$ cat src/rtl/atsd_pkg.sv
// Package for the alpha threshold square dilation block: sizes, register
// indexes, command codes, beat and control structs, and the sequencer states.
// No dependencies; every other file refers to it by scoped names.
package atsd_pkg;

   // Frame and window limits
   localparam int MAX_WIDTH  = 1024;
   localparam int MAX_HEIGHT = 1024;
   localparam int MAX_RADIUS = 8;

   // One line store bank per row of the tallest window, plus the rows that the
   // input runs ahead of the window bottom when a row is narrower than the radius
   localparam int NUM_BANKS = 3 * MAX_RADIUS + 1;
   localparam int WIN_COLS  = 2 * MAX_RADIUS + 1;
   localparam int BANK_W    = $clog2(NUM_BANKS);
   localparam int COL_AW    = $clog2(MAX_WIDTH);

   // Field and counter widths
   localparam int DIM_W     = 11;
   localparam int RADIUS_W  = 4;
   localparam int ALPHA_W   = 8;
   localparam int MASK_W    = 8;
   localparam int COL_W     = $clog2(MAX_WIDTH + MAX_RADIUS + 1);
   localparam int PIX_CNT_W = $clog2(MAX_WIDTH * MAX_HEIGHT + 1);

   // Register port
   localparam int CSR_IDX_W  = 2;
   localparam int CSR_DATA_W = DIM_W;

   localparam logic [CSR_IDX_W-1:0] CSR_FRAME_WIDTH     = 2'd0;
   localparam logic [CSR_IDX_W-1:0] CSR_FRAME_HEIGHT    = 2'd1;
   localparam logic [CSR_IDX_W-1:0] CSR_RADIUS          = 2'd2;
   localparam logic [CSR_IDX_W-1:0] CSR_ALPHA_THRESHOLD = 2'd3;

   localparam logic [DIM_W-1:0]    FRAME_WIDTH_RESET     = 11'd1024;
   localparam logic [DIM_W-1:0]    FRAME_HEIGHT_RESET    = 11'd1024;
   localparam logic [RADIUS_W-1:0] RADIUS_RESET          = 4'd1;
   localparam logic [ALPHA_W-1:0]  ALPHA_THRESHOLD_RESET = 8'd40;

   // Command codes
   localparam logic CMD_PIXEL = 1'b0;
   localparam logic CMD_DRAIN = 1'b1;

   // Mask values
   localparam logic [MASK_W-1:0] MASK_ON  = 8'd255;
   localparam logic [MASK_W-1:0] MASK_OFF = 8'd0;

   typedef struct packed {
      logic               command;
      logic [ALPHA_W-1:0] alpha;
   } atsd_req_type;

   typedef struct packed {
      logic [MASK_W-1:0] mask;
      logic              last_of_frame;
   } atsd_rsp_type;

   // Effective (clamped) configuration
   typedef struct packed {
      logic [DIM_W-1:0]    width;
      logic [DIM_W-1:0]    height;
      logic [RADIUS_W-1:0] radius;
      logic [ALPHA_W-1:0]  threshold;
   } atsd_cfg_type;

   // Line store access from the sequencer
   typedef struct packed {
      logic              wr_en;
      logic [BANK_W-1:0] wr_bank;
      logic [COL_AW-1:0] wr_addr;
      logic              wr_bit;
      logic [COL_AW-1:0] rd_addr;
   } atsd_mem_cmd_type;

   // Window control from the sequencer
   typedef struct packed {
      logic              clear;
      logic              shift;
      logic              col_ok;
      logic [BANK_W-1:0] out_bank;
      logic [DIM_W-1:0]  out_row;
   } atsd_win_ctl_type;

   // Result hand-off to the output register
   typedef struct packed {
      logic load;
      logic last;
   } atsd_emit_type;

   typedef enum logic [1:0] {
      ST_IDLE,
      ST_READ,
      ST_SETTLE,
      ST_EMIT
   } atsd_state_type;

endpackage

$ cat src/rtl/atsd_window.sv
// Window: vertical OR of a line store column over the rows in the window, and
// a shift register of column results for the horizontal OR. Uses atsd_pkg.
module atsd_window (
   input  logic                           clock,
   input  logic                           reset,
   input  atsd_pkg::atsd_cfg_type         cfg,
   input  atsd_pkg::atsd_win_ctl_type     win_ctl,
   input  logic [atsd_pkg::NUM_BANKS-1:0] col_bits,
   output logic                           hit
);

   localparam int REL_W  = atsd_pkg::BANK_W + 1;
   localparam int ROW_W  = atsd_pkg::DIM_W + 1;
   localparam int SPAN_W = atsd_pkg::RADIUS_W + 1;

   logic [REL_W-1:0]               rel_sum  [atsd_pkg::NUM_BANKS];
   logic [REL_W-1:0]               rel      [atsd_pkg::NUM_BANKS];
   logic [REL_W-1:0]               nrel     [atsd_pkg::NUM_BANKS];
   logic [atsd_pkg::NUM_BANKS-1:0] row_mask;
   logic [atsd_pkg::WIN_COLS-1:0]  win_mask;
   logic [atsd_pkg::WIN_COLS-1:0]  hist_ff;
   logic [SPAN_W-1:0]              twice_r;
   logic                           shift_ff;
   logic                           ok_ff;

   // Pick the banks whose rows sit inside both the window and the frame
   always_comb begin
      for (int b = 0; b < atsd_pkg::NUM_BANKS; b++) begin
         rel_sum[b] = REL_W'(b + atsd_pkg::NUM_BANKS) - REL_W'(win_ctl.out_bank);
         rel[b]     = (rel_sum[b] >= REL_W'(atsd_pkg::NUM_BANKS)) ?
                      rel_sum[b] - REL_W'(atsd_pkg::NUM_BANKS) : rel_sum[b];
         nrel[b]    = REL_W'(atsd_pkg::NUM_BANKS) - rel[b];
         if (rel[b] <= REL_W'(atsd_pkg::MAX_RADIUS)) begin
            // row at or below the center row
            row_mask[b] = (ROW_W'(rel[b]) <= ROW_W'(cfg.radius)) &&
                          (ROW_W'(win_ctl.out_row) + ROW_W'(rel[b]) < ROW_W'(cfg.height));
         end else begin
            // row above the center row
            row_mask[b] = (ROW_W'(nrel[b]) <= ROW_W'(cfg.radius)) &&
                          (ROW_W'(win_ctl.out_row) >= ROW_W'(nrel[b]));
         end
      end
   end

   // Keep only the newest 2r+1 columns
   assign twice_r = {cfg.radius, 1'b0};
   always_comb begin
      for (int k = 0; k < atsd_pkg::WIN_COLS; k++) begin
         win_mask[k] = SPAN_W'(k) <= twice_r;
      end
   end

   // Track which read data is arriving
   always_ff @(posedge clock) begin
      if (reset) begin
         shift_ff <= 1'b0;
         ok_ff    <= 1'b0;
      end else begin
         shift_ff <= win_ctl.shift;
         ok_ff    <= win_ctl.col_ok;
      end
   end

   // Clear at a row start, shift in each column result as it arrives
   always_ff @(posedge clock) begin
      if (win_ctl.clear) begin
         hist_ff <= '0;
      end else if (shift_ff) begin
         hist_ff <= {hist_ff[atsd_pkg::WIN_COLS-2:0], ok_ff & (|(col_bits & row_mask))};
      end
   end

   assign hit = |(hist_ff & win_mask);

endmodule

$ cat config.mk
export PLATFORM = sky130hd
export DESIGN_NAME = atsd_window
export DESIGN_NICKNAME = d
export VERILOG_FILES = /design/src/rtl/atsd_pkg.sv /design/src/rtl/atsd_window.sv
export SDC_FILE = /design/constraint.sdc
export NUM_CORES = 1
export LEC_CHECK = 0
export ABC_AREA = 1
export BUFFER_PORTS_ARGS = -buffer_cell sky130_fd_sc_hd__buf_2
export CELL_PAD_IN_SITES_DETAIL_PLACEMENT = 1
export CELL_PAD_IN_SITES_GLOBAL_PLACEMENT = 1
export CORE_MARGIN = 4
export CORE_UTILIZATION = 30
export DETAILED_ROUTE_END_ITERATION = 8
export GPL_TIMING_DRIVEN = 1
export PLACE_DENSITY_LB_ADDON = 0.1
export SLEW_MARGIN = 10
export SYNTH_ARGS = -nofsm -noshare
export SYNTH_HDL_FRONTEND = slang
export SYNTH_SLANG_ARGS = --single-unit
$ cat constraint.sdc
create_clock -name clock -period 4.6 [get_ports clock]
set_clock_uncertainty 0.15 [all_clocks]
set_input_delay 0.23 -clock clock [delete_from_list [all_inputs] [get_ports clock]]
set_output_delay 0.23 -clock clock [all_outputs]
set_load 0.01 [all_outputs]
Word-level counts from Yosys, hierarchy flattened
Index checks and enable logic that the tools add are counted. Widths: inputs -> output; s select.

Register bits: 19. Input bits: 80. Output and inout port bits: 1.

Add/sub/neg operators: 100. Order comparisons: 167. Mux-type cells: 50. Bitwise operators: 3. Reductions and logical operators: 52.

Operator list (count): $add 11x6->12 (25); $le 6x4->1 (50); $lt 12x11->1 (25); $ge 11x6->1 (25); $ge 6x5->1 const B (25); $le 6x4->1 const B (25); $mux 6 (25); $sub 5x6->6 const A (25); $sub 6x5->6 const B (25); $sub 6x5->6 const A (18); $logic_and 1x1->1 (50); $sub 5x5->6 const A (7); $le 4x5->1 const A (8); $and 25x25->25 (1); $mux 1 (25); $reduce_or 25->1 (1); $le 3x5->1 const A (4); $and 17x17->17 (1); $reduce_or 17->1 (1); $le 1x5->1 const A (2); $le 2x5->1 const A (2); $le 5x5->1 const A (1); $and 1x1->1 (1).

Logic depth before layout (Yosys ltp)
Gate-level depths: netlist of run 1.

Word-level depth: 10. Mapped depth: 41.

Worst setup path before layout of run 1
Ideal clock, no wire load.

Kind: in2reg. Start point: in win_ctl[12] (netlist bit). End point: reg hist_ff[0] (netlist bit). Setup time: 0.131 ns. Data arrival time: 4.548 ns. Path slack: -0.229 ns. Stages on the path: 35. Path buffers: 1. Path through: inv_2 clkbuf_1 ha_1 inv_1 nand2_1 nand2_2 nand2_1 nand3_1 nand2_1 nand2_2 nand2_2 xor2_1 ha_1 inv_1 fa_1 o21ai_0 a21o_1 a21oi_1 xor2_1 ha_1 nand2_1 nor2_1 nand2_1 nand2_1 nand3_1 a21boi_0 nor2_1 o21ai_0 a21oi_1 nor2_1 nand2_1 nor2_1 nand2_1 nand2_1 a21oi_2.

Cells in the longest elaborated chain, start to end: 10.

Ends and longest elaborated chain: from (decl) (line atsd_window.sv:7) `input atsd_pkg::atsd_win_ctl_type win_ctl,`; $sub 6x5->6 or $sub 5x5->6 (tied branches) (line atsd_window.sv:29) `rel_sum[b] = REL_W'(b + atsd_pkg::NUM_BANKS) - REL_W'(win_ctl.out_bank);`; $sub 6x5->6 or $ge 6x5->1 (tied branches) (line atsd_window.sv:31, atsd_window.sv:30); $mux 6 (line atsd_window.sv:30) `rel[b] = (rel_sum[b] >= REL_W'(atsd_pkg::NUM_BANKS)) ?`; $add 11x6->12 or $sub 5x6->6 (tied branches) (line atsd_window.sv:36, atsd_window.sv:32); $lt 12x11->1 (tied with other cells) (line atsd_window.sv:36) `(ROW_W'(win_ctl.out_row) + ROW_W'(rel[b]) < ROW_W'(cfg.height));`; $logic_and 1x1->1 (on tied branches) (line atsd_window.sv:35, atsd_window.sv:39); $mux 1 (line atsd_window.sv:33) `if (rel[b] <= REL_W'(atsd_pkg::MAX_RADIUS)) begin`; $and 25x25->25 (*) (line atsd_window.sv:69) `hist_ff <= {hist_ff[atsd_pkg::WIN_COLS-2:0], ok_ff & (|(col_bits & row_mask))};`; $reduce_or 25->1 (*) (line atsd_window.sv:69); $and 1x1->1 (*) (line atsd_window.sv:69); to (signal assigned) (line atsd_window.sv:69); to (decl) (line atsd_window.sv:21) `logic [atsd_pkg::WIN_COLS-1:0] hist_ff;`.

Every way passes the cells marked *; elsewhere a longest branch is shown, timed or not. A chain may end at the register's enable or synchronous reset.

Worst setup path in the final report of run 1
Start point: in win_ctl[14] (netlist bit). End point: reg hist_ff[0] (netlist bit).

The elaborated chain is that of the path after synthesis.

==> flow_summary.yaml, run 1 <==
place:
  dpl_cell_area_um2: 39800
  port_buffers: 61
  dp.final_hpwl_um: 120000
  globalplace.congestion: 0.918
  dp.cells: 7122
synthesis:
  synth_top_area_share_pct: 34.8
  synth_edf_count: 0
  ys_seq_area_share_pct: 1.29
  syn-cell-area_um2: 29500
  synthTopCellsByArea: "ha_1 (35%), nand2_1 (17%), inv_1 (8.3%)"
  synth_nets: 5671
  synthArstFlopShare_pct: 0
  netlist_instances: 4747
  syn_avg_cell_area_um2: 6.20
  synth-seq-cells: 19
  netlist-cell-type-count: 57
  synth.largest_area_cell: "ha_1"
  synth_warnings: 0
  synth-main-ff-cell: "dfxtp_1"
floorplan:
  fp.dieW_um: 321
  die-area_um2: 103000
  core_um2: 97000
  ioPinCount: 81
  start_util_pct: 30.4
  rows: 114
  fp.dieH_um: 321
routing:
  drt-total-wl_um: 152000
  drt_iter0_markers: 1781
  drc_errors: 0
  ant_nets: 0
  detail_route.wl_per_cell_um: 21.0
  vias: 36700
  vias_per_cell: 5.07
  firstDrtPassIters: 5
layout:
  design_area_um2: 44500
  nFillCells: 12600
  nets: 6899
  drive_gt1_share_pct: 33.5
  layout_common_cells: "buf_4 (1150), nand2_1 (1145), ha_1 (716)"
  diodes: 0
  syn2layout_area_growth_pct: 51.0
  final_common_cell: "buf_4"
  fin_util_pct: 45.8
  fin_cells: 7250
sta:
  rsz0062_at_grt: "yes"
  whs_ns: 0.0402
  setup-violations-final: 1
  fin_crit_ns: 4.71
  min_period_over_period_pct: 102
  setup_tns_ns: -0.111
  maxSlewHeadroom_pct: 44.7
  slew_violations: 0
  worst_slew_pin_slew_ns: 0.829
  finalHoldViolations: 0
  fmax_mhz: 212
  fin_ws_ns: -0.111
grt:
  grt_antenna_before_repair: 5
  grt_overflow_total: 0
  grt_pass1_wl_um: 222000
  grt_pass1_vias: 37200
  grt_max_degree: 32
  track_usage_pct: 28.0
clock_tree:
  clockBufferDepth: 2
  cts_buffers: 3
  htree_num_levels: 1
  cts.sinks: 19
  clkSlewWorstSetupHoldPaths_ns: 0.05
  clock_latency_ns: 0.25
  root_buffer: "clkbuf_16"
  tritoncts: "yes"
pwr:
  p_per_area_nw_per_um2: 229
  p_leak_uw: 0.0242
  peakVddDrop_uv: 158
worst_hold_path:
  worstHoldPathCells: 3
  min_path_type: "in2reg"
outcome:
  status: "finished, violations left"
  violations: "setup timing"
worst_setup_path:
  worst-setup-path-type: "in2reg"
  required_ns: 4.58
  critPathMaxStageDelay_ns: 0.37
  setup.worst_path.end_class: "register"
  r2r_cells: 3
  cp-start-kind: "input port"
  critical_path.top_delay_family: "simple AND/OR/NAND/NOR gates"
  critPathArrivalTime_ns: 4.69
  path_depth: 34
  path_max_fanout: 6
  critPathBufInv: 6
  worst_path_max_delay_cell: "fa_2"
  cpMostUsedCell: "nand2_2"
run:
  cap_violations: 0
[stage by stage]
step | setup WS, ns | total power [uW]
floorplan | 0.00216 | 5040
global route | -0.287 | 11300
CTS | 0.000376 | 9530
finish | -0.111 | 10200
detailed placement | -1.27 | 8850
global placement | -1.20 | 8600
[synthesized netlist by cell type (7+ instances only)]
library cell     n
a211oi_1        13
a21boi_0        14
a21o_1          47
a21oi_1        376
a22oi_1          7
a31oi_1         11
and2_1           7
buf_1            7
buf_2           20
clkbuf_1        32
dfxtp_1         19
fa_1            25
ha_1           819
inv_1          649
inv_2           21
nand2_1       1305
nand2_2         39
nand3_1        317
nand3_2          7
nand3b_1        12
nand4_1         48
nor2_1         320
nor3_1          44
o211ai_1         9
o21a_1          11
o21ai_0        160
o21ai_1         19
o21bai_1        18
o22ai_1         16
o31ai_1         17
or3b_2           8
xnor2_1         57
xor2_1         204
[where the power goes]
group	switching [uW]	internal, uW	leakage [uW]
clock network	64.8	117	0.0000371
logic	5340	4490	0.0240
registers	2.99	166	0.000154
[worst reg2reg max path: cells and delay by family (launching register included)]
| family | cells | cell delay [ns] |
|---|---|---|
| flops | 1 | 0.72 |
| buf+inv | 1 | 0.62 |
| simple gates | 1 | 0.20 |
| compound gates | 1 | 0.08 |
[layout make-up]
cell class              count  area (um2)  area share [%]
well taps                1276        1600            3.59
inverters                 673        2600            5.84
flip-flops and latches     19         380           0.855
clock buffers               3        75.1           0.169
clock inverters             1        7.51          0.0169
repair buffers           1291       10300            23.2
multi-input cells        3987       29500            66.4
[routing by layer]
layer,vias up,GRT usage (%),share of wire (%)
met5,-,0,0.011
met4,2,6.64,3.3
met3,223,2.40,4.3
met2,621,48.4,46
met1,17800,37.6,46
li1,18100,-,-
[state kept, by name, summed over array words and instances (netlist names)]
register	flops
shift_ff	1
ok_ff	1
hist_ff	17
[kinds of logic after synthesis]
group	Yosys count	synth area share (%)
simple gates	2133	30.3
fa+ha+maj	844	36.5
compound gates	748	14.4
buf+inv	741	9.70
xor+xnor	262	7.82
flops	19	1.29
[worst paths after layout]
check / slack [ns] / start / endpoint
worst min-delay path: 0.04 / win_ctl[17] / shift_ff$_SDFF_PP0_
worst min register to register: 0.31 / hist_ff[16]$_SDFFE_PP0P_ / hist_ff[16]$_SDFFE_PP0P_
worst max-delay path: -0.11 / win_ctl[14] / hist_ff[0]$_SDFFE_PP0P_
worst max register to register: 2.70 / shift_ff$_SDFF_PP0_ / hist_ff[9]$_SDFFE_PP0P_
[repair_timing]
action,in CTS,in global routing
pin swaps,106,233
resized for setup,393,461
hold buffers,1,0
endpoints found under the hold margin,2,0
setup buffers,71,54
setup endpoints to repair,1,1
gates cloned,0,1
(Power assumes the default switching activity.)
==> run 2, diff against run 1 <==
- CORE_ASPECT_RATIO: unset -> 1.75
==> flow_summary.yaml, run 2 (synthesis gave the netlist of run 1 again) <==
layout:
  nFillCells: 12600
  nets: 6938
  syn2layout_area_growth_pct: 52.2
  final_common_cell: "buf_4"
  fin_cells: 7314
  largest_reg_flops: 17
  top_register: "hist_ff"
  drive_gt1_share_pct: 33.8
  top_regs: "hist_ff: 17 flops, ok_ff: 1 flops, shift_ff: 1 flops"
  layout_common_cells: "buf_4 (1189), nand2_1 (1147), ha_1 (723)"
worst_setup_path:
  path_max_fanout: 6
  critPathArrivalTime_ns: 4.64
  critPathMaxStageDelay_ns: 0.35
  required_ns: 4.59
  cp-start-kind: "input port"
  setup.worst_path.end_class: "register"
  worst_path_max_delay_cell: "fa_2"
  cpMostUsedCell: "nor2_1"
  worst-setup-path-type: "in2reg"
place:
  dp.cells: 7181
  port_buffers: 61
  globalplace.congestion: 0.955
  dpl_worst_slack_ns: -1.43
  dp.final_hpwl_um: 125000
grt:
  grt_overflow_total: 0
  grt_max_degree: 41
  grt_pass1_wl_um: 229000
  track_usage_pct: 28.7
  grt_antenna_before_repair: 3
  grt_pass1_vias: 39700
routing:
  vias_per_cell: 5.09
  vias: 37200
  drt_iter0_markers: 1248
  drt-total-wl_um: 156000
  detail_route.wl_per_cell_um: 21.3
  drc_errors: 0
  firstDrtPassIters: 5
  ant_nets: 0
clock_tree:
  cts.sinks: 19
  clockBufferDepth: 2
  cts_buffers: 3
  htree_num_levels: 1
  clkSlewWorstSetupHoldPaths_ns: 0.06
  tritoncts: "yes"
  root_buffer: "clkbuf_16"
  clock_latency_ns: 0.26
outcome:
  violations: "setup timing"
  status: "finished, violations left"
sta:
  worst_slew_pin_slew_ns: 1.23
  fin_crit_ns: 4.65
  setup_tns_ns: -0.0521
  fmax_mhz: 215
  fin_ws_ns: -0.0521
  finalHoldViolations: 0
  rsz0062_at_grt: "yes"
  min_period_over_period_pct: 101
  slew_violations: 0
  maxSlewHeadroom_pct: 17.5
  setup-violations-final: 1
pwr:
  p_per_area_nw_per_um2: 229
  peakVddDrop_uv: 263
  p_leak_uw: 0.0244
floorplan:
  fp.dieW_um: 245
  ioPinCount: 81
  rows: 151
  start_util_pct: 30.3
  core_um2: 97100
  die-area_um2: 103000
  fp.dieH_um: 423
run:
  cap_violations: 0
worst_hold_path:
  min_path_type: "in2reg"
==> run 2: cell count changes in the layout (fill, tap and decap cells not counted), moves of 6 or more <==
cell and change:
nor3_1 -8, nor3_2 +8, a211oi_2 -6, inv_1 -10, nand2_4 +6, buf_4 +39
nand3_2 -9, nand3_1 +6, ha_1 +7, nor2_2 -8, nor2_1 +8, a21oi_2 +7
==> run 2: area by class of cell <==
cell class | count | area, um2 | area share (%)
Multi-Input combinational cell | 3987 | 29500 | 65.9
Timing Repair Buffer | 1330 | 10600 | 23.6
Inverter | 673 | 2600 | 5.79
Tap cell | 1300 | 1630 | 3.63
Sequential cell | 19 | 380 | 0.848
Clock buffer | 3 | 75.1 | 0.167
Clock inverter | 1 | 5.00 | 0.0112
Antenna cell | 1 | 2.50 | 0.00558
==> run 2: worst paths after layout <==
kind	from	endpoint	slack, ns	depth (start not counted)
max	win_ctl[12]	hist_ff[0]$_SDFFE_PP0P_	-0.05	35
max reg2reg	shift_ff$_SDFF_PP0_	hist_ff[0]$_SDFFE_PP0P_	2.65	3
min reg2reg	hist_ff[16]$_SDFFE_PP0P_	hist_ff[16]$_SDFFE_PP0P_	0.33	2
min	win_ctl[17]	shift_ff$_SDFF_PP0_	0.02	3
==> run 2: per-stage QoR <==
step | power [uW] | utilization (%) | hold slack, ns | instance area [um2]
finish | 10300 | 46.2 | 0.0231 | 44800
global route | 11400 | 46.2 | 0.0474 | 44800
CTS | 9840 | 44.3 | 0.0210 | 43100
detailed placement | 8980 | 41.4 | 0.257 | 40200
global placement | 8710 | 41.4 | 0.260 | 40200
floorplan | 5040 | - | 0.151 | 29500
==> run 2: per-layer routing <==
layer	track usage [%]	routed length, um
met1	30.9	59800
met4	11.7	9210
met2	57.2	83300
met3	1.52	3880
met5	0	0
==> run 2: what timing repair did <==
item	CTS	global route
hold buffers	1	0
setup endpoints to repair	1	1
hold endpoints to repair	2	0
buffers inserted	80	49
resized for setup	541	302
pin swaps	164	210
==> run 2: power by group <==
group	switching [uW]	leakage, uW	internal [uW]
logic	5370	0.0242	4550
registers	3.03	0.000154	166
clock network	68.1	0.0000409	117
==> run 2: critical path: cells and delay by family <==
family / cells / cell delay, ns
AND/OR/NAND/NOR: 17 / 1.57
adder cells (fa/ha/maj): 4 / 1.12
buffers and inverters: 8 / 0.80
XOR/XNOR: 2 / 0.45
AO/OA/AOI/OAI: 4 / 0.43
