## config.mk

```make
export PLATFORM = sky130hd
export DESIGN_NAME = atsd_ctrl
export DESIGN_NICKNAME = d
export VERILOG_FILES = /design/src/rtl/atsd_pkg.sv /design/src/rtl/atsd_ctrl.sv
export SDC_FILE = /design/constraint.sdc
export NUM_CORES = 1
export LEC_CHECK = 0
export ABC_CLOCK_PERIOD_IN_PS = 20500
export BUFFER_PORTS_ARGS = -buffer_cell sky130_fd_sc_hd__buf_2
export CAP_MARGIN = 20
export CORE_UTILIZATION = 66
export DETAILED_ROUTE_END_ITERATION = 8
export GPL_TIMING_DRIVEN = 1
export PLACE_DENSITY = 0.88
export SLEW_MARGIN = 10
export SYNTH_ARGS = -nofsm -noshare
export SYNTH_HDL_FRONTEND = slang
export SYNTH_SLANG_ARGS = --single-unit
export TNS_END_PERCENT = 1
```

## constraint.sdc

```tcl
create_clock -name clock -period 20.5 [get_ports clock]
set_clock_uncertainty 0.1 [all_clocks]
set_input_delay 6.15 -clock clock [delete_from_list [all_inputs] [get_ports clock]]
set_output_delay 6.15 -clock clock [all_outputs]
set_load 0.005 [all_outputs]
```

## src/rtl/atsd_pkg.sv

```systemverilog
// Package for the alpha threshold square dilation block: sizes, register
// indexes, command codes, beat and control structs, and the sequencer states.
// No dependencies; every other file refers to it by scoped names.
package atsd_pkg;

   // Frame and window limits
   localparam int MAX_WIDTH  = 1024;
   localparam int MAX_HEIGHT = 1024;
   localparam int MAX_RADIUS = 8;

   // One line store bank per row of the tallest window, plus the rows that the
   // input runs ahead of the window bottom when a row is narrower than the radius
   localparam int NUM_BANKS = 3 * MAX_RADIUS + 1;
   localparam int WIN_COLS  = 2 * MAX_RADIUS + 1;
   localparam int BANK_W    = $clog2(NUM_BANKS);
   localparam int COL_AW    = $clog2(MAX_WIDTH);

   // Field and counter widths
   localparam int DIM_W     = 11;
   localparam int RADIUS_W  = 4;
   localparam int ALPHA_W   = 8;
   localparam int MASK_W    = 8;
   localparam int COL_W     = $clog2(MAX_WIDTH + MAX_RADIUS + 1);
   localparam int PIX_CNT_W = $clog2(MAX_WIDTH * MAX_HEIGHT + 1);

   // Register port
   localparam int CSR_IDX_W  = 2;
   localparam int CSR_DATA_W = DIM_W;

   localparam logic [CSR_IDX_W-1:0] CSR_FRAME_WIDTH     = 2'd0;
   localparam logic [CSR_IDX_W-1:0] CSR_FRAME_HEIGHT    = 2'd1;
   localparam logic [CSR_IDX_W-1:0] CSR_RADIUS          = 2'd2;
   localparam logic [CSR_IDX_W-1:0] CSR_ALPHA_THRESHOLD = 2'd3;

   localparam logic [DIM_W-1:0]    FRAME_WIDTH_RESET     = 11'd1024;
   localparam logic [DIM_W-1:0]    FRAME_HEIGHT_RESET    = 11'd1024;
   localparam logic [RADIUS_W-1:0] RADIUS_RESET          = 4'd1;
   localparam logic [ALPHA_W-1:0]  ALPHA_THRESHOLD_RESET = 8'd40;

   // Command codes
   localparam logic CMD_PIXEL = 1'b0;
   localparam logic CMD_DRAIN = 1'b1;

   // Mask values
   localparam logic [MASK_W-1:0] MASK_ON  = 8'd255;
   localparam logic [MASK_W-1:0] MASK_OFF = 8'd0;

   typedef struct packed {
      logic               command;
      logic [ALPHA_W-1:0] alpha;
   } atsd_req_type;

   typedef struct packed {
      logic [MASK_W-1:0] mask;
      logic              last_of_frame;
   } atsd_rsp_type;

   // Effective (clamped) configuration
   typedef struct packed {
      logic [DIM_W-1:0]    width;
      logic [DIM_W-1:0]    height;
      logic [RADIUS_W-1:0] radius;
      logic [ALPHA_W-1:0]  threshold;
   } atsd_cfg_type;

   // Line store access from the sequencer
   typedef struct packed {
      logic              wr_en;
      logic [BANK_W-1:0] wr_bank;
      logic [COL_AW-1:0] wr_addr;
      logic              wr_bit;
      logic [COL_AW-1:0] rd_addr;
   } atsd_mem_cmd_type;

   // Window control from the sequencer
   typedef struct packed {
      logic              clear;
      logic              shift;
      logic              col_ok;
      logic [BANK_W-1:0] out_bank;
      logic [DIM_W-1:0]  out_row;
   } atsd_win_ctl_type;

   // Result hand-off to the output register
   typedef struct packed {
      logic load;
      logic last;
   } atsd_emit_type;

   typedef enum logic [1:0] {
      ST_IDLE,
      ST_READ,
      ST_SETTLE,
      ST_EMIT
   } atsd_state_type;

endpackage

```

## src/rtl/atsd_ctrl.sv

```systemverilog
// Sequencer: raster counters for input and output, line store writes, the
// column reads for each result, and the result hand-off. Uses atsd_pkg.
module atsd_ctrl (
   input  logic                          clock,
   input  logic                          reset,
   input  logic                          restart,
   input  atsd_pkg::atsd_cfg_type        cfg,
   input  logic                          req_valid,
   output logic                          req_stall,
   input  atsd_pkg::atsd_req_type        req_payload,
   input  logic                          slot_free,
   output atsd_pkg::atsd_mem_cmd_type    mem_cmd,
   output atsd_pkg::atsd_win_ctl_type    win_ctl,
   output atsd_pkg::atsd_emit_type       emit
);

   localparam int PW = atsd_pkg::PIX_CNT_W;

   atsd_pkg::atsd_state_type          state_ff;
   atsd_pkg::atsd_state_type          state_in;
   logic [atsd_pkg::DIM_W-1:0]        in_col_ff;
   logic [atsd_pkg::DIM_W-1:0]        in_row_ff;
   logic [atsd_pkg::BANK_W-1:0]       in_bank_ff;
   logic [atsd_pkg::DIM_W-1:0]        out_col_ff;
   logic [atsd_pkg::DIM_W-1:0]        out_row_ff;
   logic [atsd_pkg::BANK_W-1:0]       out_bank_ff;
   logic [PW-1:0]                     diff_ff;
   logic [atsd_pkg::COL_W-1:0]        rd_col_ff;
   logic [atsd_pkg::RADIUS_W-1:0]     rd_cnt_ff;
   logic [PW-1:0]                     lag;
   logic                              accept;
   logic                              is_pix;
   logic                              pix_emit;
   logic                              drain_emit;
   logic                              start_emit;
   logic                              emit_done;
   logic                              last_pix;
   logic                              row_start;

   // Output lag in pixels: radius rows plus radius pixels
   assign lag = PW'(cfg.radius) * PW'(cfg.width) + PW'(cfg.radius);

   assign accept     = req_valid && !req_stall;
   assign is_pix     = (req_payload.command == atsd_pkg::CMD_PIXEL) &&
                       (in_row_ff < cfg.height);
   assign pix_emit   = is_pix && (diff_ff >= lag) && (out_row_ff < cfg.height);
   assign drain_emit = !is_pix && (in_row_ff >= cfg.height) && (out_row_ff < cfg.height);
   assign start_emit = accept && (pix_emit || drain_emit);
   assign emit_done  = (state_ff == atsd_pkg::ST_EMIT) && slot_free;
   assign last_pix   = (out_row_ff == cfg.height - atsd_pkg::DIM_W'(1)) &&
                       (out_col_ff == cfg.width - atsd_pkg::DIM_W'(1));
   assign row_start  = (out_col_ff == '0);

   // Next state
   always_comb begin
      state_in = state_ff;
      priority if (restart) begin
         state_in = atsd_pkg::ST_IDLE;
      end else begin
         unique case (state_ff)
            atsd_pkg::ST_IDLE: begin
               if (start_emit) state_in = atsd_pkg::ST_READ;
            end
            atsd_pkg::ST_READ: begin
               if (rd_cnt_ff == '0) state_in = atsd_pkg::ST_SETTLE;
            end
            atsd_pkg::ST_SETTLE: begin
               state_in = atsd_pkg::ST_EMIT;
            end
            atsd_pkg::ST_EMIT: begin
               if (slot_free) state_in = atsd_pkg::ST_IDLE;
            end
            default: begin
               state_in = atsd_pkg::ST_IDLE;
            end
         endcase
      end
   end

   always_ff @(posedge clock) begin
      if (reset) begin
         state_ff <= atsd_pkg::ST_IDLE;
      end else begin
         state_ff <= state_in;
      end
   end

   // Outputs of the sequencer
   always_comb begin
      req_stall        = (state_ff != atsd_pkg::ST_IDLE);
      mem_cmd.wr_en    = accept && is_pix;
      mem_cmd.wr_bank  = in_bank_ff;
      mem_cmd.wr_addr  = in_col_ff[atsd_pkg::COL_AW-1:0];
      mem_cmd.wr_bit   = (req_payload.alpha >= cfg.threshold);
      mem_cmd.rd_addr  = rd_col_ff[atsd_pkg::COL_AW-1:0];
      win_ctl.clear    = start_emit && row_start;
      win_ctl.shift    = (state_ff == atsd_pkg::ST_READ);
      win_ctl.col_ok   = (rd_col_ff < atsd_pkg::COL_W'(cfg.width));
      win_ctl.out_bank = out_bank_ff;
      win_ctl.out_row  = out_row_ff;
      emit.load        = emit_done;
      emit.last        = last_pix;
   end

   // Raster counters; a register write or the last result restarts the frame
   always_ff @(posedge clock) begin
      if (reset || restart) begin
         in_col_ff   <= '0;
         in_row_ff   <= '0;
         in_bank_ff  <= '0;
         out_col_ff  <= '0;
         out_row_ff  <= '0;
         out_bank_ff <= '0;
         diff_ff     <= '0;
      end else begin
         // advance the input position on a stored pixel
         if (accept && is_pix) begin
            diff_ff <= diff_ff + PW'(1);
            if (in_col_ff == cfg.width - atsd_pkg::DIM_W'(1)) begin
               in_col_ff <= '0;
               in_row_ff <= in_row_ff + atsd_pkg::DIM_W'(1);
               in_bank_ff <= (in_bank_ff == atsd_pkg::BANK_W'(atsd_pkg::NUM_BANKS - 1)) ?
                             '0 : in_bank_ff + atsd_pkg::BANK_W'(1);
            end else begin
               in_col_ff <= in_col_ff + atsd_pkg::DIM_W'(1);
            end
         end
         // advance the output position on a delivered result
         if (emit_done) begin
            if (last_pix) begin
               in_col_ff   <= '0;
               in_row_ff   <= '0;
               in_bank_ff  <= '0;
               out_col_ff  <= '0;
               out_row_ff  <= '0;
               out_bank_ff <= '0;
               diff_ff     <= '0;
            end else begin
               diff_ff <= diff_ff - PW'(1);
               if (out_col_ff == cfg.width - atsd_pkg::DIM_W'(1)) begin
                  out_col_ff <= '0;
                  out_row_ff <= out_row_ff + atsd_pkg::DIM_W'(1);
                  out_bank_ff <= (out_bank_ff == atsd_pkg::BANK_W'(atsd_pkg::NUM_BANKS - 1)) ?
                                 '0 : out_bank_ff + atsd_pkg::BANK_W'(1);
               end else begin
                  out_col_ff <= out_col_ff + atsd_pkg::DIM_W'(1);
               end
            end
         end
      end
   end

   // Column reads: columns 0..r at a row start, else only the new right column
   always_ff @(posedge clock) begin
      if (start_emit) begin
         if (row_start) begin
            rd_col_ff <= '0;
            rd_cnt_ff <= cfg.radius;
         end else begin
            rd_col_ff <= atsd_pkg::COL_W'(out_col_ff) + atsd_pkg::COL_W'(cfg.radius);
            rd_cnt_ff <= '0;
         end
      end else if (state_ff == atsd_pkg::ST_READ) begin
         rd_col_ff <= rd_col_ff + atsd_pkg::COL_W'(1);
         rd_cnt_ff <= rd_cnt_ff - atsd_pkg::RADIUS_W'(1);
      end
   end

endmodule

```

**Yosys cells after proc, flatten, opt, wreduce, memory -nomap -nowiden**

Cells that the tools add are included.

- Add/subtract/negate cells: 14
- $mul: 1
- Div/mod/pow operators: 0
- Magnitude comparators: 6
- Equality and inequality tests: 11
- Shift-type cells: 0
- Mux-type cells: 33
- Bitwise gates (word level): 1
- Reductions and logical operators: 25

Operators by type and width:

| operator | number |
|---|---|
| $mux 11 | 15 |
| $mux 21 | 3 |
| $add 11x1->11 const B | 5 |
| $mux 5 | 8 |
| $eq 11x11->1 | 3 |
| $lt 11x11->1 | 3 |
| $sub 11x1->11 const B | 2 |
| $add 21x1->21 const B | 1 |
| $ge 21x16->1 | 1 |
| $sub 21x1->21 const B | 1 |
| $add 15x4->16 | 1 |
| $mul 4x11->15 | 1 |
| $mux 4 | 3 |
| $add 11x4->11 | 1 |
| $ge 11x11->1 | 1 |
| $logic_and 1x1->1 | 11 |
| $logic_not 11->1 | 1 |
| $add 5x1->5 const B | 2 |
| $eq 5x5->1 const B | 2 |
| $ge 8x8->1 | 1 |
| $pmux 2 s4 | 1 |
| $reduce_bool 2->1 | 4 |
| $mux 2 | 3 |
| $eq 2x2->1 const B | 2 |
| 12 further kinds | 15 |

- Bits in registers: 92
- Latch bits: 0
- Bits in writable memories: 0
- Bits in read-only memories: 0
- Bits of input ports: 48
- Output and inout port bits: 49
- Logic and storage cells: 101
- Memories kept: 0

**Logic depth before layout (Yosys ltp)**

Gate-level depths: netlist of run 1.

- Depth in word-level cells: 9
- Gate-level depth with buffers: 25
- Gate-level depth less buffers: 23

**Worst setup path before layout of run 1**

Ideal clock, no wire load.

- Path type: input to output
- Start: in cfg[9] (netlist bit)
- End: out win_ctl[18] (netlist bit)
- Data arrival time: 11360 ps
- Required time: 14250 ps
- Slack: 2890 ps
- Stages: 23
- Path buffers: 2
- Cell sequence: clkbuf_1 > and2_1 > fa_1 > fa_1 > fa_1 > ha_1 > nor2b_1 > o21a_1 > o21ai_0 > nand2b_1 > a31oi_1 > o21ai_0 > o41ai_1 > xnor2_1 > ha_1 > and2_1 > a41oi_1 > a31oi_1 > o2111ai_1 > nor2_1 > nand2_1 > clkbuf_1 > nor2_1

RTL lines:

| what | line | RTL |
|---|---|---|
| start, declared | atsd_ctrl.sv:7 | `input atsd_pkg::atsd_cfg_type cfg,` |
| end, declared | atsd_ctrl.sv:13 | `output atsd_pkg::atsd_win_ctl_type win_ctl,` |

==> results of run 1 <==
==> cells by family (layout without fill, tap and decap cells) <==
| logic type | count (synthesis) | count (layout) | synth area share |
|---|---|---|---|
| and+or+nand+nor | 439 | 439 | 0.248 |
| AOI/OAI and AO/OA | 208 | 208 | 0.143 |
| buffers and inverters | 163 | 208 | 0.0774 |
| adders and majority gates | 134 | 134 | 0.195 |
| xor gates and xnor gates | 109 | 109 | 0.107 |
| DFF | 92 | 92 | 0.211 |
| muxes | 17 | 17 | 0.0182 |
| other | 0 | 1 | 0 |
==> registers in the layout, indices dropped and copies added, names as in the netlist <==
signal	cells
in_bank_ff	5
out_bank_ff	5
rd_col_ff	11
in_col_ff	11
out_row_ff	11
rd_cnt_ff	4
in_row_ff	11
state_ff	2
out_col_ff	11
diff_ff	21
==> per-stage QoR <==
step                power [mW]  instance area [µm²]  worst slack [ps]  instances   util
floorplan                0.308                 9440              2890       1162      -
global placement         0.342                 9780              2300       1371  0.702
detailed placement       0.347                 9780              2220       1371  0.702
CTS                      0.527                10100              2160       1387  0.725
global route             0.560                10100              1620       1387  0.725
finish                   0.526                10100              2170       1388  0.725
==> critical path: stages <==
cell	delay (ps)
buf_2	190
and2_1	190
fa_1	560
fa_1	460
fa_1	490
ha_1	350
nor2b_1	140
o21a_1	170
o21ai_0	150
nand2b_1	90
a31oi_1	240
o21ai_0	180
o41ai_1	470
xnor2_1	190
ha_1	240
and2_1	150
a41oi_1	200
a31oi_1	160
o2111ai_1	280
nor2_1	90
nand2_1	650
nor2_1	110
buf_2	160
==> path summary, 6_finish.rpt <==
kind | endpoint | slack, ps | cells after the start
max | win_ctl[18] | 2170 | 23
min | out_bank_ff[4] | 410 | 2
max reg2reg | rd_col_ff[3] | 16680 | 9
min reg2reg | out_bank_ff[4] | 410 | 2
==> layer usage <==
metal | vias up | wire [µm]
li1 | 4137 | -
met1 | 4003 | 10200
met2 | 367 | 10700
met3 | 53 | 1660
met4 | 0 | 692
met5 | - | 0
==> placed cells by master, fill, tap and decap left out, drive strengths merged, types with 6 or more instances in the layout <==
cell type	count
nor3	37
and3	19
xor2	49
o21a	8
fa	22
clkbuf	11
o21ai	44
nand2	97
inv	94
or2	8
a21oi	66
and2	45
mux2i	16
a211oi	19
or3	15
nand4	21
xnor2	56
edfxtp	15
dfxtp	77
nand3	34
nor4	17
and4	9
nor2	85
buf	99
nor2b	15
ha	112
or4	6
nand2b	10
a21o	13
==> power by group <==
part | total, mW | internal, mW | switching (mW)
sequential | 0.192 | 0.187 | 0.00424
combinational | 0.154 | 0.0648 | 0.0896
clock | 0.180 | 0.104 | 0.0767
total | 0.526 | 0.356 | 0.171
==> final cells by class <==
type	instances	area [µm²]
antenna	1	2.50
clock buffer	11	254
clock inverter	5	66.3
fill	1102	3830
inverter	93	349
multi-input combinational	907	6710
sequential	92	1990
tap	180	225
timing repair buffer	99	503
==> summary.md, run 1 <==
| Metric | Value |
|---|---|
| Setup crit start | `cfg[9]` |
| Syn Nets | `1344` |
| Cts bufs inserted | `9` |
| Top-count cell post-synth | `ha_1` |
| Most frequent cells after synthesis | `ha_1 (112), nand2_1 (97), inv_1 (92)` |
| Vias per std cell | `6.17` |
| Worst slew margin | `0.260` |
| Global-route wire length before repair | `38.3 mm` |
| Global route overflow | `0` |
| Worst Path Max Fanout | `17` |
| Pins Over Slew Limit | `0` |
| Post-route antenna net violation count | `0` |
| CTS Buffer Depth | `2` |
| Post-CTS Setup Inserts | `0` |
| Skew-Pair Late Insertion Delay | `360 ps` |
| Tot GR Track Use | `0.326` |
| Hold-fix buffers, CTS | `0` |
| First-pass DRT Iterations | `5` |
| Via count | `8560` |
| Sequential fraction of the synthesis area | `0.211` |
| Wire length per cell | `around 17 µm` |
| Largest cells by area after synthesis | `dfxtp_1 (16%), ha_1 (15%), xnor2_1 (5.2%)` |
| Fmax | `around 0.055 GHz` |
| Residual DRC count | `0` |
| Hold Startpoint | `out_bank_ff[4]` |
| Initial core utilization | `0.677` |
| Count of warnings emitted by yosys | `0` |
| IO buf count | `96` |
| Mapped Cells | `1162` |
| Placeable Area | `13900 µm²` |
| DIE HEIGHT | `122 µm` |
| MaxCap Viol Count | `0` |
| Leak | `4.49 nW` |
| # nets final | `1384` |
| CP arrival | `12080 ps` |
| RD Place Congestion | `~1.0` |
| Netlist Area Pre-Place | `9440 µm²` |
| Dpl hpwl | `17.7 mm` |
| Number of cell rows | `43` |
| Top_reg_cell synth | `dfxtp_1` |
| Share of Yosys cell area claimed by the top area cell type | `0.163` |
| Crit share post-route | `0.894` |
| Startpoint Class | `primary input` |
| Number of synthesized flops with an enable pin | `15` |
| Status | `finished clean` |
| RSZ-0062 raised after global routing | `false` |
| Worst hold margin | `between 400 and 500 ps` |
| Global-route met2 utilization | `0.538` |
| CTS root buf | `clkbuf_16` |
| Worst Path Required | `~14000 ps` |
| Synth Register Bits | `92` |
| Clock sink count | `92` |
| Initial antenna violation count | `0` |
| Unique masters post-synth | `74` |
| Routed WL | `23.3 mm` |
| Area leader, netlist | `dfxtp_1` |
| Worst R2R Start | `diff_ff[8]` |
| Share of layout cells above drive strength 1 | `0.118` |
| Mean Syn Cell Area | `8.12 µm²` |
| Die area | `14800 µm²` |
| Synth async-reset ratio | `0` |
| CP Class | `in2out` |
| Finish-stage setup viols | `0` |
| Busiest grt layer | `met2` |
| Area Growth Syn to Fin | `7.09%` |
| Maximum vdd drop | `0.0450 mV` |
| Final Hold Viols | `0` |
| Fin crit period | `between 15000 and 20000 ps` |
| H-tree depth reported by CTS | `3` |
| Worst min path class | `reg2reg` |
| Routing usage on met1 | `0.430` |
| CP Capture Type | `output port` |
| Initial detailed-routing violation count | `873` |
| CTS tree | `built` |
| Clk pin slew, worst setup/hold paths | `roughly 70 ps` |
| Slew at the pin closest to its max-slew limit | `between 1000 and 1500 ps` |
| IO Count | `97` |
| Vias in the first global route | `8029` |
| Setup TNS | `0 ps` |
| Power per cell area | `52.1 nW/µm²` |
| Number of gates resized after CTS | `0` |
| GR Util met3 | `0.0482` |
| Largest net degree at the start of global routing | `31` |
| Die width | `122 µm` |
Power figures use the tool's default switching activity.
==> run 2: changes to the inputs <==
ABC_CLOCK_PERIOD_IN_PS = 23800   (was 20500)
clock period = 23.8 ns   (was 20.5 ns; I/O delays follow)
==> summary.md, run 2 (synthesized netlist as in run 1, its figures left out) <==
| Metric | Value |
|---|---|
| Status | `finished clean (unchanged)` |
| CTS root buf | `clkbuf_16 (unchanged)` |
| Post-route antenna net violation count | `0 (unchanged)` |
| Dpl hpwl | `17.7 mm (about the same)` |
| FF/Latch Area | `1990 µm² (unchanged)` |
| Worst Path Max Fanout | `17 (unchanged)` |
| Fmax | `0.0491 GHz` |
| Crit share post-route | `0.856` |
| # nets final | `1385 (was 1384)` |
| Top reg by flops | `diff_ff (unchanged)` |
| Number of gates resized after CTS | `0 (unchanged)` |
| Reg2reg setup slack | `19900 ps (was 16680 ps)` |
| R2R depth | `9 (unchanged)` |
| Startpoint Class | `primary input (unchanged)` |
| Vias in the first global route | `7951 (was 8029)` |
| Area Growth Syn to Fin | `7.12% (was 7.09%)` |
| Sw Ratio | `0.328 (was 0.324)` |
| Worst min path class | `reg2reg (unchanged)` |
| CP Capture Type | `output port (unchanged)` |
| Internal power | `0.299 mW (was 0.356 mW)` |
| RSZ-0062 raised after global routing | `false (unchanged)` |
| Placeable Area | `13900 µm² (unchanged)` |
| Global-route wire length before repair | `37.8 mm (was 38.3 mm)` |
| Tot GR Track Use | `0.323 (was 0.326)` |
| Initial antenna violation count | `0 (unchanged)` |
| Cts bufs inserted | `9 (unchanged)` |
| Reg2reg end | `rd_col_ff[7] (was rd_col_ff[3])` |
| Worst hold margin | `406 ps (was 412 ps)` |
| Share of layout cells above drive strength 1 | `0.119 (was 0.118)` |
| Finish-stage setup viols | `0 (unchanged)` |
| RD Place Congestion | `0.995 (was 1.00)` |
| Initial core utilization | `0.677 (unchanged)` |
| Fin crit period | `20370 ps` |
| First-pass DRT Iterations | `6 (was 5)` |
| Post-layout power | `0.445 mW (was 0.526 mW)` |
| Power per cell area | `44.1 nW/µm² (was 52.1 nW/µm²)` |
| DIE HEIGHT | `122 µm (unchanged)` |
| CP Class | `in2out (unchanged)` |
| Post-CTS Setup Inserts | `0 (unchanged)` |
| Die width | `122 µm (unchanged)` |
| Setup crit start | `cfg[23] (was cfg[9])` |
| Min-Delay Path Depth | `2 (unchanged)` |
| Max FFs per register | `21 (unchanged)` |
| MaxCap Viol Count | `0 (unchanged)` |
| Worst Path Required | `16560 ps (was 14250 ps)` |
| Global route overflow | `0 (unchanged)` |
| Hold-fix buffers, CTS | `0 (unchanged)` |
| Final Hold Viols | `0 (unchanged)` |
| Critical-path cell list | `buf_2, and2_1, fa_1, fa_1, fa_1, ha_1, nor2b_1, o21a_1, o21ai_0, nand2b_1, a31oi_1, o21ai_0, nor2_1, xor2_1, ha_1, and4_1, a221oi_1, a31oi_1, o2111ai_1, nor2_1, nand2_1, nor2_1, buf_2 (was buf_2, and2_1, fa_1, fa_1, fa_1, ha_1, nor2b_1, o21a_1, o21ai_0, nand2b_1, a31oi_1, o21ai_0, o41ai_1, xnor2_1, ha_1, and2_1, a41oi_1, a31oi_1, o2111ai_1, nor2_1, nand2_1, nor2_1, buf_2)` |
| Most common cell after layout, fill and taps aside | `ha_1 (unchanged)` |
| Residual DRC count | `0 (unchanged)` |
| Vias per std cell | `6.12 (was 6.17)` |
| IO Count | `97 (unchanged)` |
| Multi-input gate area | `6710 µm² (unchanged)` |
| # fillers | `1080 (was 1102)` |
| Clock sink count | `92 (unchanged)` |
| Slowest Stage Delay on Critical Path | `660 ps (was 650 ps)` |
| Number of cell rows | `43 (unchanged)` |
| Clk pin slew, worst setup/hold paths | `70 ps (about the same)` |
| Sequential Power Share | `0.371 (was 0.364)` |
| Comb pwr share | `0.298 (was 0.293)` |
| Worst slew margin | `0.293 (was 0.260)` |
| Max stage delay cell, worst path | `nand2_1 (unchanged)` |
| Worst setup endpoint | `win_ctl[18] (unchanged)` |
| H-tree depth reported by CTS | `3 (unchanged)` |
| Pins Over Slew Limit | `0 (unchanged)` |
| CP arrival | `13130 ps (was 12080 ps)` |
| Largest net degree at the start of global routing | `31 (unchanged)` |
| Clock power share | `0.332 (was 0.342)` |
| NetSw | `0.146 mW (was 0.171 mW)` |
| Maximum vdd drop | `0.0414 mV (was 0.0450 mV)` |
| Routed WL | `23.3 mm (about the same)` |
| Wire length per cell | `16.8 µm (about the same)` |
| CTS Buffer Depth | `2 (unchanged)` |
| Skew-Pair Late Insertion Delay | `360 ps (about the same)` |
| IO buf count | `96 (unchanged)` |
| CTS tree | `built (unchanged)` |
| Slew at the pin closest to its max-slew limit | `1060 ps (was 1110 ps)` |
| Commonest cells after routing, fill and taps aside | `ha_1 (112), nand2_1 (97), buf_2 (96) (unchanged)` |
| Initial detailed-routing violation count | `771 (was 873)` |
| Leak | `4.49 nW (about the same)` |
| Antenna diodes | `0 (was 1)` |
| Setup TNS | `0 ps (unchanged)` |
| Die area | `14800 µm² (unchanged)` |
| Via count | `8498 (was 8560)` |
| Worst R2R Start | `diff_ff[8] (unchanged)` |
## run 2: worst min path at each step
stage / start / endpoint / slack [ps]
after floorplan: in_row_ff[1] / in_row_ff[1] / 360
final: out_bank_ff[4] / out_bank_ff[4] / 410
after global placement: in_row_ff[1] / in_row_ff[1] / 370
after detailed placement: out_bank_ff[4] / out_bank_ff[4] / 390
after CTS: out_bank_ff[4] / out_bank_ff[4] / 410
after global routing: out_bank_ff[4] / out_bank_ff[4] / 440
## run 2: power groups by stage
stage	Combinational (mW)	Clock (mW)	Sequential, mW
floorplan	0.0986	0	0.167
global placement	0.126	0	0.168
detailed placement	0.130	0	0.169
CTS	0.132	0.148	0.165
global route	0.151	0.156	0.165
finish	0.133	0.148	0.165
## run 2: layer usage
layer  wire, µm  global-route usage  up-vias
li1           -                   -     4137
met1      10100               0.417     3979
met2      11000               0.540      348
met3       1740              0.0618       34
met4        524               0.104        0
met5          0                   0        -
## run 2: worst max-delay path: cells and delay by family
kind	cells	cell delay (ps)
AOI/OAI and AO/OA	7	1590
xor gates and xnor gates	1	210
adders and majority gates	5	2090
buffers and inverters	2	420
and+or+nand+nor	8	1670
## run 2: cell type report
type,count,area share
sequential,92,0.197
tap,180,0.0223
multi-input combinational,907,0.664
clock inverter,7,0.00718
timing repair buffer,100,0.0525
clock buffer,9,0.0223
inverter,93,0.0345
## run 2: metrics by stage
step	area (µm²)	setup slack, ps	utilization	cells
floorplan	9440	4210	-	1162
global placement	9780	3620	0.702	1371
detailed placement	9780	3500	0.702	1371
CTS	10100	3460	0.723	1387
global route	10100	3090	0.725	1388
finish	10100	3430	0.725	1388
==> run 3: changes to the inputs <==
BUFFER_PORTS_ARGS = -buffer_cell sky130_fd_sc_hd__buf_4   (was -buffer_cell sky130_fd_sc_hd__buf_2)
==> summary.md, run 3 (synthesized netlist as in run 1, its figures left out) <==
| Metric | Value |
|---|---|
| Clk pin slew, worst setup/hold paths | `70 ps (about the same)` |
| H-tree depth reported by CTS | `3 (unchanged)` |
| Worst Path Required | `16560 ps (about the same)` |
| Worst Path Max Fanout | `17 (unchanged)` |
| Startpoint Class | `primary input (unchanged)` |
| Via count | `8590 (was 8498)` |
| Leak | `4.55 nW (was 4.49 nW)` |
| CTS Buffer Depth | `2 (unchanged)` |
| R2R depth | `9 (unchanged)` |
| Initial antenna violation count | `0 (unchanged)` |
| NetSw | `0.150 mW (was 0.146 mW)` |
| IO Count | `97 (unchanged)` |
| Sequential Power Share | `0.363 (was 0.371)` |
| Area Growth Syn to Fin | `9.69% (was 7.12%)` |
| Min-Delay Path Depth | `2 (unchanged)` |
| Fmax | `0.0488 GHz (was 0.0491 GHz)` |
| Setup TNS | `0 ps (unchanged)` |
| # nets final | `1385 (unchanged)` |
| Comb pwr share | `0.300 (was 0.298)` |
| Status | `finished clean (unchanged)` |
| Placeable Area | `13900 µm² (unchanged)` |
| Number of cell rows | `43 (unchanged)` |
| Clock power share | `0.337 (was 0.332)` |
| Antenna diodes | `0 (unchanged)` |
| Slew at the pin closest to its max-slew limit | `1040 ps (was 1060 ps)` |
| Commonest cells after routing, fill and taps aside | `ha_1 (112), buf_4 (100), nand2_1 (97) (was ha_1 (112), nand2_1 (97), buf_2 (96))` |
| Pins Over Slew Limit | `0 (unchanged)` |
| Vias per std cell | `6.19 (was 6.12)` |
| Internal power | `0.305 mW (was 0.299 mW)` |
| Vias in the first global route | `7935 (was 7951)` |
| MaxCap Viol Count | `0 (unchanged)` |
| Global-route wire length before repair | `38.0 mm (was 37.8 mm)` |
| Fin crit period | `20500 ps (was 20370 ps)` |
| CP arrival | `13260 ps (was 13130 ps)` |
| Global route overflow | `0 (unchanged)` |
| Die area | `14800 µm² (unchanged)` |
| FF/Latch Area | `1990 µm² (unchanged)` |
| Top reg by flops | `diff_ff (unchanged)` |
| DIE HEIGHT | `122 µm (unchanged)` |
| Post-DP Area | `10000 µm² (was 9780 µm²)` |
| CP Class | `in2out (unchanged)` |
| Cts bufs inserted | `9 (unchanged)` |
| IO buf count | `96 (unchanged)` |
| Routed WL | `23.2 mm (was 23.3 mm)` |
| Share of layout cells above drive strength 1 | `0.120 (was 0.119)` |
| CP Capture Type | `output port (unchanged)` |
| Sw Ratio | `0.329 (was 0.328)` |
| CTS tree | `built (unchanged)` |
| Post-layout power | `0.455 mW (was 0.445 mW)` |
| Wire length per cell | `16.7 µm (was 16.8 µm)` |
| RD Place Congestion | `1.01 (was 0.995)` |
| RSZ-0062 raised after global routing | `false (unchanged)` |
| GR Util met3 | `0.0538 (was 0.0618)` |
| Clock sink count | `92 (unchanged)` |
| Post-CTS Setup Inserts | `0 (unchanged)` |
| Initial detailed-routing violation count | `785 (was 771)` |
| Hold-fix buffers, CTS | `0 (unchanged)` |
| Worst slew margin | `0.306 (was 0.293)` |
| Multi-input gate area | `6710 µm² (unchanged)` |
| Largest net degree at the start of global routing | `29 (was 31)` |
| Max FFs per register | `21 (unchanged)` |
| Residual DRC count | `0 (unchanged)` |
| CTS root buf | `clkbuf_16 (unchanged)` |
| Finish-stage setup viols | `0 (unchanged)` |
| Tot GR Track Use | `0.322 (was 0.323)` |
| Final non-filler cell area | `10400 µm² (was 10100 µm²)` |
| Final Hold Viols | `0 (unchanged)` |
| Routing usage on met1 | `0.430 (was 0.417)` |
| Busiest grt layer | `met2 (unchanged)` |
| # fillers | `1079 (was 1080)` |
| Crit share post-route | `0.861 (was 0.856)` |
| First-pass DRT Iterations | `6 (unchanged)` |
| Power per cell area | `43.9 nW/µm² (was 44.1 nW/µm²)` |
| Worst min path class | `reg2reg (unchanged)` |
| Die width | `122 µm (unchanged)` |
| Dpl hpwl | `17.4 mm (was 17.7 mm)` |
| Global-route met2 utilization | `0.516 (was 0.540)` |
| Number of gates resized after CTS | `0 (unchanged)` |
| Most common cell after layout, fill and taps aside | `ha_1 (unchanged)` |
| Post-route antenna net violation count | `0 (unchanged)` |
| Skew-Pair Late Insertion Delay | `350 ps (was 360 ps)` |
| Initial core utilization | `0.677 (unchanged)` |
| Maximum vdd drop | `0.0471 mV (was 0.0414 mV)` |
## run 3: cell count changes in the layout (fill, tap and decap cells not counted)
cell	delta
clkinv_4	+1
buf_16	-1
buf_4	+97
clkinvlp_4	-1
clkinv_8	+1
inv_8	+2
clkinv_2	-1
buf_2	-96
inv_6	-1
clkinv_1	-1
## run 3: cell type report
class	count	area share
inverter	93	0.0337
clock inverter	7	0.00919
tap	180	0.0218
timing repair buffer	100	0.0725
sequential	92	0.192
clock buffer	9	0.0218
multi-input combinational	907	0.649
## run 3: worst paths after layout
kind / from / end / slack [ps]
max: cfg[9] / win_ctl[18] / 3300
min: in_bank_ff[1] / in_bank_ff[1] / 410
max reg2reg: diff_ff[8] / rd_col_ff[4] / 19980
min reg2reg: in_bank_ff[1] / in_bank_ff[1] / 410
## run 3: per-layer routing
layer / vias to the layer above / wire length (µm)
li1: 4143 / -
met1: 4012 / 10100
met2: 369 / 10700
met3: 66 / 1750
met4: 0 / 738
met5: - / 0
## run 3: critical path: stages
cell and delay, ps:
buf_4 170, and2_1 170, fa_1 560, fa_1 460, fa_1 510, ha_1 350, nor2b_1 140, o21a_1 180
o21ai_0 150, nand2b_1 100, a31oi_1 250, o21ai_0 180, o41ai_1 540, xnor2_1 140, ha_1 290, and2_1 130
a41oi_1 110, a31oi_1 310, o2111ai_1 220, nor2_1 160, nand2_1 520, nor2_1 320, buf_4 150
## run 3: through the flow
step / cells / util / hold slack, ps / worst slack [ps]
2_1_floorplan: 1162 / - / 360 / 4210
3_3_place_gp: 1372 / 0.720 / 381 / 3630
3_5_place_dp: 1372 / 0.720 / 396 / 3390
4_1_cts: 1388 / 0.743 / 406 / 3360
5_1_grt: 1388 / 0.743 / 437 / 2920
6_report: 1388 / 0.743 / 408 / 3300
## run 3: power by group through the flow
stage          Combinational, mW  Clock [mW]  Sequential, mW
6_report                   0.136       0.153           0.165
5_1_grt                    0.154       0.161           0.165
4_1_cts                    0.136       0.154           0.165
3_5_place_dp               0.134           0           0.169
3_3_place_gp               0.129           0           0.169
2_1_floorplan             0.0986           0           0.167
